### src/design/palmdoc_lz77_decompressor_macros.svh
// Assertion macros for the PalmDoc LZ77 decompressor.
`ifndef PALMDOC_LZ77_DECOMPRESSOR_MACROS_SVH
`define PALMDOC_LZ77_DECOMPRESSOR_MACROS_SVH

// Same-cycle implication, checked outside reset.
`define PLZ77_ASSERT_NOW(label, ante, cons, msg) \
  label: assert property (@(posedge clk) disable iff (rst) (ante) |-> (cons)) \
    else $error(msg);

// Next-cycle implication, checked outside reset.
`define PLZ77_ASSERT_NEXT(label, ante, cons, msg) \
  label: assert property (@(posedge clk) disable iff (rst) (ante) |=> (cons)) \
    else $error(msg);

`endif

### src/design/plz77_pkg.sv
// Shared constants and types of the PalmDoc LZ77 decompressor.
package plz77_pkg;

  localparam int HISTORY_DEPTH = 2048;
  localparam int HIST_AW       = $clog2(HISTORY_DEPTH);
  localparam int DIST_W        = 11;
  localparam int CNT_W         = 11;
  localparam int LEN_W         = 4;
  localparam int LIT_W         = 4;

  localparam logic [CNT_W-1:0] COUNT_MAX  = 11'h7FF;
  localparam logic [7:0]       SPACE_BYTE = 8'h20;
  localparam logic [7:0]       HIGH_FLIP  = 8'h80;
  localparam logic [7:0]       PLAIN_MAX  = 8'h7F;
  localparam logic [7:0]       LIT_MAX    = 8'h08;
  localparam logic [LEN_W-1:0] LEN_BIAS   = 4'd3;

  typedef enum logic [2:0] {
    KIND_NONE,
    KIND_ONE,
    KIND_SPACE,
    KIND_COPY,
    KIND_BAD
  } kind_t;

  typedef enum logic [2:0] {
    SRC_IN,
    SRC_SPACE,
    SRC_SECOND,
    SRC_COPY,
    SRC_ERR
  } src_t;

  typedef struct packed {
    logic  take_item;
    logic  load_out;
    src_t  src;
    logic  last;
    logic  hist_read;
  } cmd_t;

  typedef struct packed {
    kind_t kind;
    logic  out_free;
    logic  copy_last;
  } sts_t;

endpackage

### src/design/plz77_ctrl.sv
// Controller state machine of the PalmDoc LZ77 decompressor.
module plz77_ctrl (
  input  logic               clk,
  input  logic               rst,
  input  logic               in_valid,
  input  plz77_pkg::sts_t    sts,
  output plz77_pkg::cmd_t    cmd,
  output logic               in_stall
);

  typedef enum logic [3:0] {
    ST_IDLE    = 4'b0001,
    ST_SECOND  = 4'b0010,
    ST_COPY_RD = 4'b0100,
    ST_COPY_WR = 4'b1000
  } state_t;

  state_t state;
  state_t state_next;

  assign in_stall = !((state == ST_IDLE) && sts.out_free);

  always_comb begin
    state_next    = state;
    cmd.take_item = 1'b0;
    cmd.load_out  = 1'b0;
    cmd.src       = plz77_pkg::SRC_IN;
    cmd.last      = 1'b1;
    cmd.hist_read = 1'b0;
    case (state)
      ST_IDLE: begin
        if (in_valid && sts.out_free) begin
          cmd.take_item = 1'b1;
          case (sts.kind)
            plz77_pkg::KIND_ONE: begin
              cmd.load_out = 1'b1;
              cmd.src      = plz77_pkg::SRC_IN;
            end
            plz77_pkg::KIND_SPACE: begin
              cmd.load_out = 1'b1;
              cmd.src      = plz77_pkg::SRC_SPACE;
              cmd.last     = 1'b0;
              state_next   = ST_SECOND;
            end
            plz77_pkg::KIND_BAD: begin
              cmd.load_out = 1'b1;
              cmd.src      = plz77_pkg::SRC_ERR;
            end
            plz77_pkg::KIND_COPY: begin
              state_next = ST_COPY_RD;
            end
            default: begin
              state_next = ST_IDLE;
            end
          endcase
        end
      end
      ST_SECOND: begin
        if (sts.out_free) begin
          cmd.load_out = 1'b1;
          cmd.src      = plz77_pkg::SRC_SECOND;
          state_next   = ST_IDLE;
        end
      end
      ST_COPY_RD: begin
        cmd.hist_read = 1'b1;
        state_next    = ST_COPY_WR;
      end
      ST_COPY_WR: begin
        if (sts.out_free) begin
          cmd.load_out = 1'b1;
          cmd.src      = plz77_pkg::SRC_COPY;
          cmd.last     = sts.copy_last;
          state_next   = sts.copy_last ? ST_IDLE : ST_COPY_RD;
        end
      end
      default: begin
        state_next = ST_IDLE;
      end
    endcase
  end

  always_ff @(posedge clk) begin
    if (rst) begin
      state <= ST_IDLE;
    end else begin
      state <= state_next;
    end
  end

endmodule

### config.mk
export PLATFORM = sky130hd
export DESIGN_NAME = plz77_ctrl
export DESIGN_NICKNAME = d
export VERILOG_FILES = /design/src/design/palmdoc_lz77_decompressor_macros.svh /design/src/design/plz77_pkg.sv /design/src/design/plz77_ctrl.sv
export SDC_FILE = /design/constraint.sdc
export NUM_CORES = 1
export LEC_CHECK = 0
export ABC_AREA = 1
export BUFFER_PORTS_ARGS = -buffer_cell sky130_fd_sc_hd__buf_2
export CORE_MARGIN = 3
export CORE_UTILIZATION = 30
export DETAILED_ROUTE_END_ITERATION = 10
export PLACE_DENSITY = 0.57
export SYNTH_ARGS = -nofsm -noshare
export SYNTH_HDL_FRONTEND = slang
export SYNTH_SLANG_ARGS = --single-unit
### constraint.sdc
create_clock -name clk -period 3.4 [get_ports clk]
set_input_delay 0.68 -clock clk [delete_from_list [all_inputs] [get_ports clk]]
set_output_delay 0.68 -clock clk [all_outputs]
set_load 0.01 [all_outputs]
==> results.tsv, run 1 <==
metric	value	unit
status	completed	
ff2ff_path_depth	8	
power_frac_comb	0.295	
grt_usage	0.117	
seqPwrFrac	0.328	
fillers	117	
rows	12	
synth_nets	78	
clk_latency	230	ps
p_leak	0.293	nW
routabilityCongestion	0.807	
synth_warnings	0	
holdCritPathClass	register to register	
synth_cell_types	16	
grt_pass1_wl	1620	µm
die_w	42.1	µm
die_y	42.1	µm
path_class	input pin to primary output	
grt_pass1_vias	405	
cpPeakStageDelay	250	ps
top_regs	state: 4 flops	
cp_max_fo	3	
p_sw_frac	0.309	
synth_seq_area_share	0.205	
period_needed	2220	ps
yosysTopAreaCell	dfxtp_1	
slew_headroom	0.807	
crit_chain	buf_2 > inv_1 > nand2_1 > nor3_1 > o21a_1 > nand3_1 > buf_2	
grt_max_degree	9	
syn_area_per_cell	5.58	µm²
arrival	1540	ps
clk_pin_slew_worst_paths	30	ps
final_layout_size_suffix_gt1_frac	0.295	
clock.fmax	451	MHz
initialDrtViolationCount	17	
peakVddDrop	0.243	mV
synth.area.top_cells	dfxtp_1, nand2_1, nand3_1	
portBuffers	15	
finClkSkew	5.00	ps
grt_overflow	0	
placed_cells_incl_taps	99	
drt_wl_total	975	µm
finalHoldViolations	0	
first_pass_iters	4	
report.final.slew_viol_count	0	
cts_buffers	3	
antenna_found_initial	0	
htree_num_levels	1	
start_util	0.338	
synth-edff-count	0	
synth_area	390	µm²
finalPower	153	µW
p_per_area	302	nW/µm²
fin_cells	102	
cp_slowest_cell	nor3_1	
start_kind	input pin	
clock-sinks	4	
cts_root_buf	clkbuf_4	
async_reset_ff_frac	0	
cts_max_path_buffers	2	
synthFlopType	dfxtp_1	
synthMostInstantiatedCell	nand2_1	
core_area	1160	µm²
critPathCaptureType	primary output	
post_cts_resize_count	0	
p_int	106	µW
ios	16	
n_antenna_cell	0	
synth_cells	70	
tightest_slew	288	ps
cts_tree	done	
critPathRequiredTime	2720	ps
vias	495	
fin_nets	98	
ant_nets	0	
cp_common_cell	buf_2	
hold_buffers	0	
synth.ff_latch_count	4	
rsz0062_at_grt	no	
largest-register	state	
hold_path_depth	2	
fin_crit_sh	0.652	
power.share.clock	0.377	
drc	0	
p_switching	47.1	µW
cap_violations	0	
fin_setup_tns	0	ps
setup_viol	0	
post_drt_wl_per_cell	9.56	µm
place_hpwl	789	µm
drt-vias-per-instance	4.85	
synth_commonest_cells	nand2_1, inv_1, nand3_1	
synth.top_cell.area_share	0.205	
die-area	1770	µm²
post_cts_buffers	0	
largest_reg_flops	4	
syn2layout_area_growth	29.5	%
through the flow:
stage | hold slack (ps) | cell area [µm²] | util | setup slack, ps
2_1_floorplan | 538 | 390 | - | 1520
3_3_place_gp | 586 | 483 | 0.418 | 1220
3_5_place_dp | 583 | 483 | 0.418 | 1210
4_1_cts | 587 | 505 | 0.437 | 1200
5_1_grt | 630 | 505 | 0.437 | 1070
6_report | 584 | 505 | 0.437 | 1180
final timing paths:
kind              endpoint  slack [ps]      from
setup / recovery    cmd[1]        1180    sts[4]
hold / removal    state[1]         580  state[1]
setup reg to reg  state[0]        2250  state[3]
hold reg to reg   state[1]         580  state[1]
power groups by stage:
stage	combinational [mW]	clock [mW]	sequential, mW
after floorplan	0.0302	0	0.0505
after global placement	0.0456	0	0.0507
after detailed placement	0.0447	0	0.0507
after CTS	0.0450	0.0616	0.0500
after global routing	0.0515	0.0670	0.0501
final	0.0451	0.0575	0.0500
area by class of cell:
cell class | count | area (µm²) | share of cell area
sequential | 4 | 80.1 | 0.158
multi-input combinational | 54 | 265 | 0.525
inverter | 12 | 45.0 | 0.0891
tap | 14 | 17.5 | 0.0347
timing repair buffer | 15 | 75.1 | 0.149
clock buffer | 3 | 22.5 | 0.0446
placed cells by master (no fill, tap or decap), drive strengths merged:
cell	synthesis	layout
a21oi	3	3
buf	0	15
clkbuf	0	3
dfxtp	4	4
inv	12	12
nand2	21	21
nand3	9	9
nand4	4	4
nor2	11	11
nor3	1	1
o21a	1	1
o21ai	4	4
logic make-up after synthesis:
family / after synthesis / synth area share
buf+inv: 12 / 0.115
simple gates: 46 / 0.551
flops: 4 / 0.205
compound gates: 8 / 0.128
per-layer routing:
layer	vias up	GRT usage	routed length, µm
li1	261	-	-
met1	211	0.156	455
met2	21	0.164	414
met3	2	0.0687	94
met4	0	0.0186	10
met5	-	0	0
critical path: cells and delay by family:
family | cells | cell delay, ps
AO/OA/AOI/OAI | 1 | 160
buffers and inverters | 3 | 310
AND/OR/NAND/NOR | 3 | 390
No activity file was read; power rests on OpenSTA's default activity.
==> run 2: changes to the inputs <==
--- a/config.mk
+++ b/config.mk
@@ -10,7 +10,7 @@
 export CORE_MARGIN = 3
 export CORE_UTILIZATION = 30
 export DETAILED_ROUTE_END_ITERATION = 10
-export PLACE_DENSITY = 0.57
+export PLACE_DENSITY = 0.59
 export SYNTH_ARGS = -nofsm -noshare
 export SYNTH_HDL_FRONTEND = slang
 export SYNTH_SLANG_ARGS = --single-unit
==> constraint.sdc (replaced) <==
create_clock -name clk -period 1.8 [get_ports clk]
set_input_delay 0.36 -clock clk [delete_from_list [all_inputs] [get_ports clk]]
set_output_delay 0.36 -clock clk [all_outputs]
set_load 0.01 [all_outputs]
==> run 2 against run 1 <==
Clock skew down 1.2 ps; sequential cell count is the same; hold slack worse by 250 ps; count of clock-buffer cells in the layout stayed put; setup slack lost 1100 ps; combinational power grew 110%; via count grew 1.0%; critical endpoint is now cmd[5]; largest cell class unchanged; highest routed layer is now met3.
==> results.tsv, run 2 (same netlist as run 1, synthesis figures left out) <==
metric	value	unit	change
status	completed		
hold_end	state[2]		
vias	500		+1.0%
largest_reg_flops	4		unchanged
p_per_area	559	nW/µm²	+85%
peakVddDrop	0.284	mV	+17%
initialDrtViolationCount	5		-12
report.final.slew_viol_count	0		unchanged
fin_nets	101		+3.1%
reg2reg_to	state[0]		
finClkSkew	3.80	ps	-1.21 ps
clk_latency	240	ps	about the same
drt_wl_total	1020	µm	+5.0%
start_util	0.338		unchanged
clock.fmax	592	MHz	
hold_start	rst		
hold_buffers	0		unchanged
cap_violations	0		unchanged
cts_buffers	3		unchanged
final_cell_mix	nand2_1, buf_2, inv_1		
portBuffers	15		unchanged
antenna_found_initial	0		unchanged
core_area	1160	µm²	unchanged
start_kind	register		
grt_max_degree	9		unchanged
placed_cells_incl_taps	99		unchanged
fin_area	541	µm²	+6.9%
drc	0		unchanged
cts_max_path_buffers	2		unchanged
crit_chain	nor2_4 > inv_2 > nor2_4 > nand2_2 > inv_2 > o21ai_2 > o21ai_2 > buf_2		
critPathCaptureType	primary output		
ios	16		unchanged
n_antenna_cell	0		unchanged
largest-register	state		
hold_path_depth	2		unchanged
drt-vias-per-instance	4.76		-1.9%
worstReg2RegStart	state[3]		
syn2layout_area_growth	38.5	%	
cts_tree	done		
cts_root_buf	clkbuf_4		
holdCritPathClass	input pin to register		
grt_usage	0.125		+0.00844
place_hpwl	831	µm	+5.3%
arrival	1330	ps	-210 ps
finalHoldViolations	0		unchanged
worst_slack	112	ps	-1070 ps
place_ws	290	ps	-916 ps
die_w	42.1	µm	unchanged
die_y	42.1	µm	unchanged
cp_slowest_cell	dfxtp_2		
setup_viol	0		unchanged
grt_overflow	0		unchanged
clk_pin_slew_worst_paths	40	ps	about the same
htree_num_levels	1		unchanged
slew_headroom	0.828		+0.0209
grt_pass1_vias	423		+4.4%
fin_cells	105		+2.9%
post_drt_wl_per_cell	9.75	µm	+2.0%
grt_pass1_wl	1750	µm	+7.6%
fin_setup_tns	0	ps	unchanged
routabilityCongestion	0.833		+3.3%
final_util	0.468		+0.0303
critPathRequiredTime	1440	ps	-1280 ps
cpPeakStageDelay	350	ps	+100 ps
cp_max_fo	7		+4
critPathLaunch	state[3]		
p_leak	0.307	nW	+5.1%
path_class	register to primary output		
fin_crit_sh	0.938		
holdWs	334	ps	-250 ps
rows	12		unchanged
first_pass_iters	2		-2
clock-sinks	4		unchanged
placed_area	483	µm²	unchanged
ant_nets	0		unchanged
finalPower	302	µW	+98%
top_regs	state: 4 flops		
ff2ff_path_depth	9		+1
fillers	137		+17%
rrSetupSlack	590	ps	-1660 ps
mostFrequentLayoutCell	nand2_1		
die-area	1770	µm²	unchanged
final_layout_size_suffix_gt1_frac	0.352		+0.0562
period_needed	1690	ps	
tightest_slew	257	ps	-31.2 ps
==> run 2: power by group <==
part	switching, mW	internal, mW	total, mW
Clock	0.0356	0.0745	0.110
Sequential	0.00345	0.0920	0.0955
Combinational	0.0547	0.0418	0.0966
Total	0.0938	0.208	0.302
==> run 2: worst max-delay path, delay by kind of cell, from the launching register on <==
kind / cells / cell delay, ps
buffers and inverters: 3 / 240
AND/OR/NAND/NOR: 3 / 380
AO/OA/AOI/OAI: 2 / 100
flip-flops: 1 / 350
==> run 2: worst max path at each step <==
stage                        end  depth (start not counted)
after floorplan           cmd[5]                          7
after global placement    cmd[1]                          6
after detailed placement  cmd[1]                          7
after CTS                 cmd[5]                          8
after global routing      cmd[5]                          8
final                     cmd[5]                          8
==> run 2: timing repair <==
| item | in CTS | in global routing |
|---|---|---|
| endpoints found under the setup margin | 0 | 3 |
| setup buffers | 0 | 3 |
| resized for setup | 0 | 4 |
| endpoints found under the hold margin | 0 | 0 |
==> run 2: cell type report <==
type | instances | area (µm²) | area share
multi-input cells | 54 | 275 | 0.509
repair buffers | 18 | 97.6 | 0.181
flip-flops and latches | 4 | 82.6 | 0.153
inverters | 12 | 45.0 | 0.0833
clock buffers | 3 | 22.5 | 0.0417
well taps | 14 | 17.5 | 0.0324
==> run 2: routing by layer <==
| metal | vias to the layer above | share of wire | wire [µm] | global-route usage |
|---|---|---|---|---|
| li1 | 269 | - | - | - |
| met1 | 217 | 0.50 | 514 | 0.159 |
| met2 | 14 | 0.42 | 427 | 0.185 |
| met3 | 0 | 0.080 | 82 | 0.0730 |
| met4 | 0 | 0 | 0 | 0.0186 |
| met5 | - | 0 | 0 | 0 |
==> run 3: changes to the inputs <==
--- a/config.mk
+++ b/config.mk
@@ -10,7 +10,7 @@
 export CORE_MARGIN = 3
 export CORE_UTILIZATION = 30
 export DETAILED_ROUTE_END_ITERATION = 10
-export PLACE_DENSITY = 0.59
+export PLACE_DENSITY = 0.57
 export SYNTH_ARGS = -nofsm -noshare
 export SYNTH_HDL_FRONTEND = slang
 export SYNTH_SLANG_ARGS = --single-unit
==> constraint.sdc (replaced) <==
create_clock -name clk -period 1.7 [get_ports clk]
set_input_delay 0.34 -clock clk [delete_from_list [all_inputs] [get_ports clk]]
set_output_delay 0.34 -clock clk [all_outputs]
set_load 0.01 [all_outputs]
==> run 3 against run 2 <==
Critical path depth did not move; cell count did not move; power rose by 6.3%; via count rose by 1.6%; sequential share of layout area rose by 0.39 points; sequential cell count did not move; routed wire length rose by 3.3%; hold slack got worse by 25 ps; clock power rose by 6%; non-clock buffer count did not move; utilization rose by 0.22 points; register-to-register slack got worse by 50 ps; critical endpoint unchanged.
==> results.tsv, run 3 (same netlist as run 1, synthesis figures left out) <==
metric	value	unit	change
status	completed		
initialDrtViolationCount	10		+5
cts_max_path_buffers	2		unchanged
start_util	0.338		unchanged
largest_reg_flops	4		unchanged
holdWs	309	ps	-24.9 ps
fin_area	543	µm²	+0.46%
ant_nets	0		unchanged
route.met3.wl	95	µm	+16%
clk_latency	240	ps	about the same
rsz0062_at_grt	no		
vias	508		+1.6%
start_kind	register		
portBuffers	15		unchanged
cpPeakStageDelay	350	ps	about the same
finalPower	321	µW	+6.3%
fin_setup_tns	0	ps	unchanged
syn2layout_area_growth	39.1	%	
clock-sinks	4		unchanged
largest-register	state		
clk_pin_slew_worst_paths	40	ps	about the same
post_drt_wl_per_cell	10.1	µm	+3.3%
rows	12		unchanged
cts_root_buf	clkbuf_4		
top_regs	state: 4 flops		
grt_pass1_wl	1840	µm	+5.6%
worst_slack	104	ps	-7.81 ps
n_antenna_cell	0		unchanged
place_ws	186	ps	-104 ps
wl_met2	448	µm	+4.9%
routabilityCongestion	0.815		-2.2%
die-area	1770	µm²	unchanged
drt-vias-per-instance	4.84		+1.6%
setup_viol	0		unchanged
fin_crit_sh	0.939		
p_per_area	591	nW/µm²	+5.8%
placed_cells_incl_taps	100		+1.0%
holdCritPathClass	input pin to register		
highest_layer	met3		
slew_headroom	0.800		-0.0281
path_class	register to primary output		
grt_pass1_vias	426		+0.71%
report.final.slew_viol_count	0		unchanged
cap_violations	0		unchanged
mostFrequentLayoutCell	nand2_1		
critPathCaptureType	primary output		
final_cell_mix	nand2_1, buf_2, inv_1		
hold_buffers	0		unchanged
fillers	134		-2.2%
p_leak	0.308	nW	+0.13%
grt_overflow	0		unchanged
antenna_found_initial	0		unchanged
final_util	0.470		+0.00216
die_y	42.1	µm	unchanged
drt_wl_total	1060	µm	+3.3%
fin_nets	101		unchanged
htree_num_levels	1		unchanged
arrival	1260	ps	-70 ps
final_layout_size_suffix_gt1_frac	0.374		+0.0220
die_w	42.1	µm	unchanged
critPathRequiredTime	1360	ps	-80 ps
fin_cells	105		unchanged
placed_area	490	µm²	+1.6%
clock.fmax	627	MHz	
drc	0		unchanged
finClkSkew	6.56	ps	+2.76 ps
grt_usage	0.131		+0.00635
tightest_slew	298	ps	+41.8 ps
finalHoldViolations	0		unchanged
ios	16		unchanged
place_hpwl	844	µm	+1.6%
grt_max_degree	7		-2
wl_met1	514	µm	unchanged
cp_slowest_cell	dfxtp_2		
period_needed	1600	ps	
crit_chain	nor2_4 > inv_2 > nor2_4 > nand2_2 > inv_2 > o21ai_2 > o21ai_2 > buf_2		
cp_max_fo	6		-1
peakVddDrop	0.424	mV	+49%
cts_buffers	3		unchanged
first_pass_iters	4		+2
cts_tree	done		
core_area	1160	µm²	unchanged
-- run 3: layout make-up --
| type | instances | area [µm²] | area share |
|---|---|---|---|
| tap | 14 | 17.5 | 0.0323 |
| timing repair buffer | 18 | 97.6 | 0.180 |
| sequential | 4 | 85.1 | 0.157 |
| inverter | 12 | 45.0 | 0.0829 |
| multi-input combinational | 54 | 275 | 0.507 |
| clock buffer | 3 | 22.5 | 0.0415 |
-- run 3: worst max-delay path, delay by kind of cell (launching register included) --
kind | cells | cell delay, ps
buffers and inverters | 3 | 240
and+or+nand+nor | 3 | 320
AOI/OAI and AO/OA | 2 | 100
DFF | 1 | 350
-- run 3: per-layer routing --
layer,global-route usage,vias up
met5,0,-
met1,0.181,222
met4,0.0186,0
li1,-,268
met2,0.188,18
met3,0.0644,0
-- run 3: worst paths after layout --
check	from	end	slack, ps	cells past startpoint
hold reg to reg	state[1]	state[1]	570	2
setup / recovery	state[3]	cmd[5]	100	8
setup reg to reg	state[3]	state[0]	540	9
hold / removal	rst	state[2]	310	2
-- run 3: timing repair --
| item | in CTS | in global routing |
|---|---|---|
| gates resized for setup | 2 | 4 |
| pin swaps | 1 | 2 |
| setup endpoints to repair | 1 | 4 |
| buffers inserted | 2 | 0 |
-- run 3: power by group --
part	internal, mW	switching (mW)
combinational	0.0438	0.0588
clock	0.0789	0.0381
sequential	0.0979	0.00374
total	0.221	0.101
